File: config.mk
export PLATFORM = sky130hd
export DESIGN_NAME = bdeq_ptr
export DESIGN_NICKNAME = d
export VERILOG_FILES = /design/src/assert_macros.svh /design/src/bdeq_pkg.sv /design/src/bdeq_ptr.sv
export SDC_FILE = /design/constraint.sdc
export NUM_CORES = 1
export LEC_CHECK = 0
export BUFFER_PORTS_ARGS = -buffer_cell sky130_fd_sc_hd__buf_2
export CAP_MARGIN = 40
export CORE_MARGIN = 4
export CORE_UTILIZATION = 31
export DETAILED_ROUTE_END_ITERATION = 7
export SYNTH_ARGS = -nofsm -noshare
export SYNTH_HDL_FRONTEND = slang
export SYNTH_SLANG_ARGS = --single-unit
export TNS_END_PERCENT = 100
File: constraint.sdc
create_clock -name clk -period 13.45 [get_ports clk]
set_clock_uncertainty 0.1 [all_clocks]
set_input_delay 2.69 -clock clk [delete_from_list [all_inputs] [get_ports clk]]
set_output_delay 2.69 -clock clk [all_outputs]
set_load 0.05 [all_outputs]
File: src/assert_macros.svh
// Assertion helper macros for the deque RTL.
// No dependencies; pulled in by files that carry concurrent checks.
`ifndef ASSERT_MACROS_SVH
`define ASSERT_MACROS_SVH

// Clocked check with no reset gating.
`define ASSERT_CLKED(label, clk, prop, msg) \
  label: assert property (@(posedge clk) (prop)) else $error(msg);

// Clocked check, disabled while the synchronous reset is high.
`define ASSERT_SYNC(label, clk, rst, prop, msg) \
  label: assert property (@(posedge clk) disable iff (rst) (prop)) else $error(msg);

`endif

File: src/bdeq_pkg.sv
// Shared constants and types for the bounded deque.
// No dependencies; used by bdeq_ptr and the top level.
`timescale 1ns / 1ps

package bdeq_pkg;

  localparam int DEPTH_DEFAULT = 1024;
  localparam int DATA_W        = 32;
  localparam int ACT_W         = 3;
  localparam int CAP_W         = 11;

  localparam logic [CAP_W-1:0] CAP_RESET = 11'd1024;

  // action codes; anything else behaves as a query
  localparam logic [ACT_W-1:0] ACT_PUSH_FRONT = 3'd0;
  localparam logic [ACT_W-1:0] ACT_PUSH_REAR  = 3'd1;
  localparam logic [ACT_W-1:0] ACT_POP_FRONT  = 3'd2;
  localparam logic [ACT_W-1:0] ACT_POP_REAR   = 3'd3;
  localparam logic [ACT_W-1:0] ACT_QUERY      = 3'd4;

  // per-word status from the pointer unit
  typedef struct packed {
    logic ok;     // action taken
    logic wr_en;  // push writes the store
    logic empty;  // no entries after the action
    logic full;   // count at capacity after the action
  } bdeq_flags_t;

endpackage

File: src/bdeq_ptr.sv
// Deque pointer unit: head index, entry count and capacity register.
// Computes store write and read addresses per word. Depends on bdeq_pkg.
`timescale 1ns / 1ps

module bdeq_ptr #(
  parameter int DEPTH = bdeq_pkg::DEPTH_DEFAULT
) (
  input  logic                                 clk,
  input  logic                                 rst,
  input  logic                                 cfg_we,
  input  logic [bdeq_pkg::CAP_W-1:0]           cfg_wdata,
  input  logic                                 step,
  input  logic [bdeq_pkg::ACT_W-1:0]           action,
  output bdeq_pkg::bdeq_flags_t                flags,
  output logic [(DEPTH > 1 ? $clog2(DEPTH) : 1)-1:0] wr_addr,
  output logic [(DEPTH > 1 ? $clog2(DEPTH) : 1)-1:0] rd_front_addr,
  output logic [(DEPTH > 1 ? $clog2(DEPTH) : 1)-1:0] rd_rear_addr
);

  localparam int AW = (DEPTH > 1) ? $clog2(DEPTH) : 1;
  localparam int CW = $clog2(DEPTH + 1);
  localparam int WW = (CW > bdeq_pkg::CAP_W) ? CW : bdeq_pkg::CAP_W;
  localparam logic [AW-1:0] LAST     = AW'(DEPTH - 1);
  localparam logic [AW:0]   DEPTH_X  = (AW + 1)'(DEPTH);
  localparam logic [CW-1:0] FULL_CNT = CW'(DEPTH);

  logic [AW-1:0]              head, head_next;
  logic [CW-1:0]              count, count_next;
  logic [bdeq_pkg::CAP_W-1:0] capacity;
  logic                       full_now;

  // sum below twice the depth: one compare and subtract
  function automatic logic [AW-1:0] wrap(input logic [AW:0] s);
    logic [AW:0] d;
    d = (s >= DEPTH_X) ? (s - DEPTH_X) : s;
    return d[AW-1:0];
  endfunction

  function automatic logic at_cap(input logic [CW-1:0] n,
                                  input logic [bdeq_pkg::CAP_W-1:0] cap);
    return (WW'(n) >= WW'(cap)) || (n == FULL_CNT);
  endfunction

  assign full_now = at_cap(count, capacity);

  always_comb begin
    head_next   = head;
    count_next  = count;
    flags.ok    = 1'b1;
    flags.wr_en = 1'b0;
    wr_addr     = head;
    case (action)
      bdeq_pkg::ACT_PUSH_FRONT: begin
        if (full_now) begin
          flags.ok = 1'b0;
        end else begin
          head_next   = (head == '0) ? LAST : head - AW'(1);
          count_next  = count + CW'(1);
          flags.wr_en = 1'b1;
          wr_addr     = head_next;
        end
      end
      bdeq_pkg::ACT_PUSH_REAR: begin
        if (full_now) begin
          flags.ok = 1'b0;
        end else begin
          count_next  = count + CW'(1);
          flags.wr_en = 1'b1;
          wr_addr     = wrap((AW + 1)'(head) + (AW + 1)'(count));
        end
      end
      bdeq_pkg::ACT_POP_FRONT: begin
        if (count == '0) begin
          flags.ok = 1'b0;
        end else begin
          head_next  = (head == LAST) ? '0 : head + AW'(1);
          count_next = count - CW'(1);
        end
      end
      bdeq_pkg::ACT_POP_REAR: begin
        if (count == '0) begin
          flags.ok = 1'b0;
        end else begin
          count_next = count - CW'(1);
        end
      end
      default: begin
        // query and unused codes change nothing
      end
    endcase
    flags.empty   = (count_next == '0);
    flags.full    = at_cap(count_next, capacity);
    rd_front_addr = head_next;
    // meaningless when the deque ends up empty; masked downstream
    rd_rear_addr  = wrap((AW + 1)'(head_next) + (AW + 1)'(count_next) - (AW + 1)'(1));
  end

  always_ff @(posedge clk) begin
    if (rst) begin
      head     <= '0;
      count    <= '0;
      capacity <= bdeq_pkg::CAP_RESET;
    end else begin
      if (step) begin
        head  <= head_next;
        count <= count_next;
      end
      if (cfg_we) begin
        capacity <= cfg_wdata;
      end
    end
  end

endmodule
==> impl_metrics.env, run 1 <==
export IMPL_drc_violation_count_after_routing=0
export IMPL_netlist_top_cell_by_area="ha_1"
export IMPL_cp_slowest_cell="nor2_1"
export IMPL_vdd_ir_drop_max_v=0.000167
export IMPL_placement_io_buffers=51
export IMPL_synth_yosys_seq_area_share_pct=15.5
export IMPL_max_cap_violations=0
export IMPL_die_height_um=123
export IMPL_fin_tns_setup_ps=0
export IMPL_rsz_0062_raised_after_global_routing="no"
export IMPL_cells_after_dpl=749
export IMPL_worstSetupPathType="input port to output port"
export IMPL_num_cts_buffers=5
export IMPL_design_core_area_mm2=0.0128
export IMPL_post_synth_cell_area_avg_um2=7.40
export IMPL_wire_per_inst_um=17.2
export IMPL_synth_most_common_cell="nor2_1"
export IMPL_initial_core_util_pct=32.2
export IMPL_finalNonFillerCells=757
export IMPL_netlist_top_cells_count="nor2_1, inv_1, ha_1"
export IMPL_globalRouteMet3Util_pct=2.42
export IMPL_critical_path_max_fanout=25
export IMPL_nets_finish=656
export IMPL_gr_total_overflow=0
export IMPL_syn2layout_area_growth_pct=12.7
export IMPL_post_synth_inst_count=557
export IMPL_global_route_peak_usage_layer="met2"
export IMPL_power_density_mw_per_mm2=162
export IMPL_leak_pwr_nw=2.24
export IMPL_layout_drive_gt1_share_pct=14.9
export IMPL_period_needed_ps=9720
export IMPL_drt_first_iter_violations=354
export IMPL_ant_nets=0
export IMPL_insertedDiodeCount=0
export IMPL_setup_viol=0
export IMPL_synthDominantCellAreaShare_pct=15.8
export IMPL_cp_data_arrival_time_ps=6930
export IMPL_global_route_usage_total_pct=17.4
export IMPL_detail_route_first_pass_iterations=5
export IMPL_postSynthRegisterBits=32
export IMPL_multi_input_comb_area_mm2=0.00311
export IMPL_synth_edff_count=0
export IMPL_critPathLaunchType="input port"
export IMPL_post_cts_repair_setup_buffers=0
export IMPL_ios=52
export IMPL_detail_route_wirelength_um=13000
export IMPL_first_global_vias=4003
export IMPL_cts_max_level=2
export IMPL_synth_distinct_cells=75
export IMPL_first_pass_grt_wire_length_um=20900
export IMPL_clock_insertion_delay_worst_skew_ps=280
export IMPL_std_cell_rows=41
export IMPL_critical_path_s_largest_stage_delay_ps=560
export IMPL_globalRouteMet1Util_pct=23.6
export IMPL_async_flop_share_pct=0
export IMPL_syn_area_mm2=0.00412
export IMPL_horizontal_extent_of_the_die_um=123
export IMPL_grt_start_max_net_pins=32
export IMPL_cp_end_kind="output port"
export IMPL_most_frequently_used_flop_master_after_synthesis="dfxtp_1"
export IMPL_final_fill_count=1403
export IMPL_antenna_found_initial=0
export IMPL_total_die_area_mm2=0.0152
export IMPL_period_share_pct=72.3
export IMPL_clock_tree_from_tritoncts="yes"
export IMPL_global_route_usage_met2_pct=28.8
export IMPL_max_clock_freq_mhz=103
export IMPL_yosys_warning_total=0
export IMPL_slew_headroom_pct=34.1
export IMPL_regArea_um2=641
export IMPL_timing_hold_worst_class="flip-flop to flip-flop"
export IMPL_via_count=4115
export IMPL_cts_resized=0
export IMPL_syn_num_nets=629
export IMPL_root_buffer="clkbuf_16"
export IMPL_cts_path_max_buffers=2
export IMPL_worst_pin_slew_ps=989
export IMPL_synthTopCellsByArea="ha_1, dfxtp_1, nor2_1"
export IMPL_cp_cell_sequence="buf_2 -> nor2_1 -> nand2_1 -> a21o_1 -> o22ai_1 -> a21oi_1 -> ha_1 -> inv_1 -> ha_1 -> fa_1 -> a21o_1 -> a21oi_1 -> nor2b_1 -> o21a_1 -> o41ai_1 -> xnor2_1 -> xnor2_1 -> xnor2_1 -> buf_2"
export IMPL_detail_route_vias_per_cell=5.44
export IMPL_final_hold_viol_count=0
export IMPL_holdBufCountCts=0
export IMPL_timing_critical_path_required_ps=10660
export IMPL_hpwlAfterDp_um=10200
export IMPL_timing_final_max_slew_violations=0
export IMPL_hold_ws_ps=388
export IMPL_outcome="finished, final reports clean"
export IMPL_numClockSinks=32
export IMPL_place_congestion=0.925
export IMPL_critPathMostFrequentCell="xnor2_1"
export IMPL_cts_clk_slew_worst_paths_ps=50
-- routing by layer --
layer / part of all wire [%] / vias to the layer above
met2: 46 / 143
met1: 47 / 1920
met5: 0 / -
met4: 1.6 / 0
met3: 5.2 / 19
li1: - / 2033
-- layout by cell type, fill, tap and decap left out, types with 13 or more instances in the layout --
cell and instances:
buf_2 51, nor2_1 62, a211oi_1 13, dfxtp_1 32, mux2i_1 16, a21oi_1 29, inv_1 58, o21ai_0 27
nor3_1 17, nand2_1 41, ha_1 52, xnor2_1 20
-- worst paths after layout --
check / start / to / depth (start not counted) / slack (ps)
setup reg to reg: count[5] / head[7] / 9 / 9460
hold / removal: capacity[6] / capacity[6] / 2 / 390
hold reg to reg: capacity[6] / capacity[6] / 2 / 390
setup / recovery: action[0] / rd_rear_addr[9] / 19 / 3730
-- cell families (layout without fill, tap and decap cells) --
logic type               after synthesis  in the layout  synth area share, %
multiplexers                          18             18                 4.43
adder cells (fa/ha/maj)               54             54                 16.7
AND/OR/NAND/NOR                      193            193                 24.5
AO/OA/AOI/OAI                        136            136                 23.2
flip-flops                            32             32                 15.5
XOR/XNOR                              31             31                 6.58
buffers and inverters                 93            121                 9.01
-- cell type report --
class                           instances  area share [%]
Clock buffer                            7            3.29
Clock inverter                          1           0.646
Inverter                               60            4.85
Multi-Input combinational cell        432            67.0
Sequential cell                        32            13.8
Tap cell                              172            4.63
Timing Repair Buffer                   53            5.82
-- power breakdown --
group          leakage, nW  internal, mW  total [mW]  switching (mW)
Sequential           0.263         0.102       0.123          0.0211
Clock               0.0901        0.0975       0.141          0.0433
Combinational         1.89         0.155       0.490           0.335
Total                 2.24         0.354       0.754           0.400
-- per-stage QoR --
step                worst slack [ps]  util (%)  power [mW]  instance area [µm²]
floorplan                       3910         -       0.510                 4120
global placement                3880      34.7       0.609                 4460
detailed placement              3770      34.8       0.616                 4460
CTS                             3750      36.2       0.758                 4650
global route                    3440      36.2       0.803                 4650
finish                          3730      36.2       0.754                 4650
-- critical path: cells and delay by family --
family / cells / cell delay [ps]
compound gates: 7 / 1400
fa+ha+maj: 3 / 940
simple gates: 3 / 860
buf+inv: 3 / 560
xor+xnor: 3 / 460
-- state kept, by name, indices dropped and copies added (netlist names) --
name / count
head: 10
count: 11
capacity: 11
Power figures use the tool's default switching activity.
==> inputs of run 2 (changes only) <==
ABC_AREA = 1   (was default)
clock period = 9 ns   (was 13.45 ns; I/O delays follow)
==> impl_metrics.env, run 2 <==
export IMPL_outcome="finished, final reports clean"
export IMPL_numClockSinks=32
export IMPL_share_clk_of_total_power_pct=18.2
export IMPL_reg2reg_depth=12
export IMPL_antenna_found_initial=0
export IMPL_syn2layout_area_growth_pct=11.0
export IMPL_worstSetupPathType="input port to output port"
export IMPL_max_clock_freq_mhz=137
export IMPL_slew_headroom_pct=43.3
export IMPL_clock_insertion_delay_worst_skew_ps=280
export IMPL_leak_pwr_nw=2.58
export IMPL_vdd_ir_drop_max_v=0.000128
export IMPL_comb_power_share_pct=61.9
export IMPL_total_die_area_mm2=0.0163
export IMPL_cp_data_arrival_time_ps=5400
export IMPL_detail_route_wirelength_um=13600
export IMPL_synth_edff_count=0
export IMPL_wire_per_inst_um=14.6
export IMPL_most_common_cell_after_layout_fill_and_taps_aside="nand2_1"
export IMPL_first_pass_grt_wire_length_um=22200
export IMPL_post_cts_repair_setup_buffers=0
export IMPL_drc_violation_count_after_routing=0
export IMPL_power_report_internal_total_mw=0.404
export IMPL_syn_area_mm2=0.00443
export IMPL_holdBufCountCts=0
export IMPL_detail_route_first_pass_iterations=5
export IMPL_first_global_vias=4327
export IMPL_initial_core_util_pct=31.8
export IMPL_hold_ws_ps=400
export IMPL_timing_critical_path_required_ps=7100
export IMPL_synthDominantCellAreaShare_pct=14.7
export IMPL_grt_start_max_net_pins=25
export IMPL_rrSetupSlack_ps=5770
export IMPL_detail_route_vias_per_cell=5.09
export IMPL_hpwlAfterDp_um=11100
export IMPL_synthTopCellsByArea="ha_1, dfxtp_1, nand2_1"
export IMPL_nets_finish=823
export IMPL_worst_pin_slew_ps=847
export IMPL_timing_final_max_slew_violations=0
export IMPL_power_density_mw_per_mm2=180
export IMPL_yosys_warning_total=0
export IMPL_placement_io_buffers=51
export IMPL_crit_start="action[2]"
export IMPL_timing_hold_worst_class="flip-flop to flip-flop"
export IMPL_netlist_top_cells_count="nand2_1, inv_1, nand3_1"
export IMPL_setup_viol=0
export IMPL_largest_registers="capacity (11), count (11), head (10)"
export IMPL_critPathLaunchType="input port"
export IMPL_most_frequently_used_flop_master_after_synthesis="dfxtp_1"
export IMPL_post_synth_cell_area_avg_um2=6.19
export IMPL_async_flop_share_pct=0
export IMPL_place_congestion=0.925
export IMPL_switching_power_of_the_nets_mw=0.479
export IMPL_cts_resized=0
export IMPL_global_route_usage_total_pct=16.9
export IMPL_root_buffer="clkbuf_16"
export IMPL_multi_input_comb_area_mm2=0.00319
export IMPL_syn_num_nets=787
export IMPL_seq_power_share_pct=19.9
export IMPL_post_synth_inst_count=715
export IMPL_final_fill_count=1544
export IMPL_timing_rr_end="count[10]"
export IMPL_cts_clk_slew_worst_paths_ps=50
export IMPL_final_util_pct=35.3
export IMPL_die_height_um=128
export IMPL_cts_path_max_buffers=2
export IMPL_postSynthRegisterBits=32
export IMPL_horizontal_extent_of_the_die_um=128
export IMPL_std_cell_rows=43
export IMPL_insertedDiodeCount=0
export IMPL_most_common_layout_cells="nand2_1, inv_1, nand3_1"
export IMPL_clock_tree_from_tritoncts="yes"
export IMPL_synth_distinct_cells=43
export IMPL_layout_drive_gt1_share_pct=14.4
export IMPL_ios=52
export IMPL_synth_yosys_seq_area_share_pct=14.5
export IMPL_ant_nets=0
export IMPL_rsz_0062_raised_after_global_routing="no"
export IMPL_netlist_top_cell_by_area="ha_1"
export IMPL_critical_path_max_fanout=13
export IMPL_fin_tns_setup_ps=0
export IMPL_power_share_switching_pct=54.3
export IMPL_gr_total_overflow=0
export IMPL_max_cap_violations=0
export IMPL_final_hold_viol_count=0
export IMPL_design_core_area_mm2=0.0139
export IMPL_via_count=4735
export IMPL_num_cts_buffers=5
export IMPL_synth_most_common_cell="nand2_1"
export IMPL_finalPower_mw=0.883
export IMPL_drt_first_iter_violations=313
export IMPL_cts_max_level=2
export IMPL_period_needed_ps=7300
export IMPL_cp_end_kind="output port"
export IMPL_regArea_um2=641
export IMPL_endpoint="rd_rear_addr[9]"
export IMPL_regToRegStartpoint="count[2]"
export IMPL_period_share_pct=81.1
==> run 2: critical path: stages <==
cell,delay [ps]
buf_2,190
nor2_1,180
inv_2,110
nor2_1,660
nand3_2,190
nand3_2,150
inv_1,50
ha_1,270
inv_1,40
ha_1,220
fa_1,400
nand3_1,90
nand3_1,130
nand4_1,110
o211ai_1,100
xor2_1,190
inv_1,60
nand2_1,80
nand3_1,80
nand2_1,60
buf_2,250
==> run 2: layout make-up <==
type | count | area share, %
repair buffers | 52 | 5.34
inverters | 124 | 9.49
clock inverters | 1 | 0.102
well taps | 180 | 4.58
multi-input cells | 536 | 64.8
flip-flops and latches | 32 | 13.0
clock buffers | 6 | 2.62
==> run 2: power by group through the flow <==
stage	registers (mW)	logic (mW)	clock network, mW
detailed placement	0.178	0.547	0
global route	0.177	0.604	0.171
floorplan	0.164	0.451	0
CTS	0.175	0.549	0.165
global placement	0.179	0.548	0
finish	0.176	0.547	0.161
==> run 2: worst min-delay path by stage <==
stage,depth (start not counted),to,from
after floorplan,2,capacity[9],capacity[9]
after global placement,2,capacity[9],capacity[9]
after detailed placement,2,capacity[9],capacity[9]
after CTS,2,capacity[9],capacity[9]
after global routing,2,capacity[6],capacity[6]
final,2,capacity[9],capacity[9]
==> run 2: cells by family (layout without fill, tap and decap cells) <==
| family | after synthesis | count (layout) | share of synthesized area, % |
|---|---|---|---|
| adder cells (fa/ha/maj) | 54 | 54 | 15.6 |
| buffers and inverters | 147 | 183 | 13.6 |
| AND/OR/NAND/NOR | 327 | 327 | 35.5 |
| flip-flops | 32 | 32 | 14.5 |
| XOR/XNOR | 24 | 24 | 4.75 |
| AO/OA/AOI/OAI | 131 | 131 | 16.1 |
==> run 2: through the flow <==
stage | setup slack (ps) | cells | cell area [µm²]
after floorplan | 2030 | 715 | 4430
after global placement | 1830 | 924 | 4780
after detailed placement | 1740 | 924 | 4780
after CTS | 1730 | 931 | 4920
after global routing | 1330 | 931 | 4920
final | 1700 | 931 | 4920
==> run 2: per-layer routing <==
layer,global-route usage (%),routed length (µm)
met1,22.9,6270
met3,2.97,853
met5,0,0
met2,27.9,6210
met4,3.66,301
==> inputs of run 3 (changes only) <==
clock period = 6.58 ns   (was 9 ns; I/O delays follow)
==> impl_metrics.env, run 3 (synthesis gave the netlist of run 2 again) <==
export IMPL_outcome="finished, final reports clean"
export IMPL_root_buffer="clkbuf_16"
export IMPL_reg2reg_depth=14
export IMPL_timing_hold_worst_class="flip-flop to flip-flop"
export IMPL_cts_clk_slew_worst_paths_ps=50
export IMPL_die_height_um=128
export IMPL_cts_resized=0
export IMPL_antenna_found_initial=0
export IMPL_cts_path_max_buffers=2
export IMPL_worstSetupPathType="flip-flop to output port"
export IMPL_cp_data_arrival_time_ps=4670
export IMPL_critical_path_max_fanout=20
export IMPL_critPathLaunchType="flip-flop"
export IMPL_most_common_layout_cells="nand2_1, inv_1, nand3_1"
export IMPL_detail_route_first_pass_iterations=5
export IMPL_placement_io_buffers=51
export IMPL_crit_start="count[1]"
export IMPL_detail_route_wirelength_um=14000
export IMPL_leak_pwr_nw=2.63
export IMPL_regToRegStartpoint="count[1]"
export IMPL_hold_ws_ps=402
export IMPL_num_cts_buffers=5
export IMPL_via_count=4779
export IMPL_timing_critical_path_required_ps=5160
export IMPL_ios=52
export IMPL_max_cap_violations=0
export IMPL_first_global_vias=4426
export IMPL_clock_insertion_delay_worst_skew_ps=290
export IMPL_final_hold_viol_count=0
export IMPL_syn2layout_area_growth_pct=12.9
export IMPL_first_pass_grt_wire_length_um=22800
export IMPL_std_cell_rows=43
export IMPL_critPathMostFrequentCell="nand3_1"
export IMPL_most_common_cell_after_layout_fill_and_taps_aside="nand2_1"
export IMPL_rsz_0062_raised_after_global_routing="no"
export IMPL_cp_end_kind="output port"
export IMPL_ant_nets=0
export IMPL_detail_route_vias_per_cell=5.09
export IMPL_slew_headroom_pct=51.8
export IMPL_cts_max_level=2
export IMPL_power_density_mw_per_mm2=253
export IMPL_insertedDiodeCount=0
export IMPL_post_cts_repair_setup_buffers=0
export IMPL_setup_viol=0
export IMPL_clock_tree_from_tritoncts="yes"
export IMPL_rrSetupSlack_ps=3600
export IMPL_numClockSinks=32
export IMPL_nets_finish=830
export IMPL_vdd_ir_drop_max_v=0.000137
export IMPL_endpoint="rd_rear_addr[9]"
export IMPL_worst_pin_slew_ps=722
export IMPL_place_congestion=0.955
export IMPL_cp_slowest_cell="dfxtp_1"
export IMPL_horizontal_extent_of_the_die_um=128
export IMPL_timing_rr_end="head[6]"
export IMPL_final_fill_count=1535
export IMPL_hpwlAfterDp_um=11300
export IMPL_wire_per_inst_um=14.9
export IMPL_drt_first_iter_violations=370
export IMPL_drc_violation_count_after_routing=0
export IMPL_max_clock_freq_mhz=164
export IMPL_total_die_area_mm2=0.0163
export IMPL_critical_path_s_largest_stage_delay_ps=550
export IMPL_holdBufCountCts=0
export IMPL_period_needed_ps=6090
export IMPL_fin_tns_setup_ps=0
export IMPL_initial_core_util_pct=31.8
export IMPL_gr_total_overflow=0
export IMPL_timing_final_max_slew_violations=0
export IMPL_largest_registers="capacity (11), count (11), head (10)"
export IMPL_global_route_usage_total_pct=17.2
export IMPL_layout_drive_gt1_share_pct=15.3
export IMPL_grt_start_max_net_pins=25
export IMPL_design_core_area_mm2=0.0139
export IMPL_period_share_pct=92.5
[run 3: worst max-delay path, delay by kind of cell (launching register included)]
kind / cells / cell delay, ps
flip-flops: 1 / 550
XOR/XNOR: 1 / 190
buffers and inverters: 4 / 550
adder cells (fa/ha/maj): 4 / 1090
AND/OR/NAND/NOR: 14 / 1720
AO/OA/AOI/OAI: 2 / 260
[run 3: final cells by class]
| class | count | area, µm² | area share, % |
|---|---|---|---|
| flip-flops and latches | 32 | 641 | 12.8 |
| clock inverters | 2 | 35.0 | 0.701 |
| well taps | 180 | 225 | 4.51 |
| multi-input cells | 536 | 3190 | 63.8 |
| inverters | 124 | 467 | 9.34 |
| repair buffers | 59 | 315 | 6.31 |
| clock buffers | 6 | 129 | 2.58 |
[run 3: layer usage]
layer / GRT usage (%) / wire, µm
met4: 3.91 / 140
met3: 2.59 / 828
met1: 23.5 / 6530
met5: 0 / 0
met2: 28.7 / 6510
[run 3: stage by stage]
step	cell area, µm²	instances	setup WS [ps]	power (mW)	utilization [%]
after floorplan	4430	715	576	0.842	-
after global placement	4830	931	709	0.998	34.7
after detailed placement	4830	931	641	0.998	34.7
after CTS	5000	939	528	1.27	35.9
after global routing	5000	939	20.7	1.35	35.9
final	5000	939	494	1.27	35.9
[run 3: how the worst min path moves through the flow]
stage | start | to | slack [ps] | cells after the start
after detailed placement | capacity[9] | capacity[9] | 410 | 2
after CTS | capacity[9] | capacity[9] | 410 | 2
final | capacity[9] | capacity[9] | 400 | 2
after global placement | capacity[9] | capacity[9] | 400 | 2
after floorplan | capacity[9] | capacity[9] | 360 | 2
after global routing | capacity[9] | capacity[9] | 430 | 2
[run 3: where the power goes]
group | internal, mW | switching [mW]
clock network | 0.178 | 0.0924
registers | 0.208 | 0.0249
logic | 0.211 | 0.552
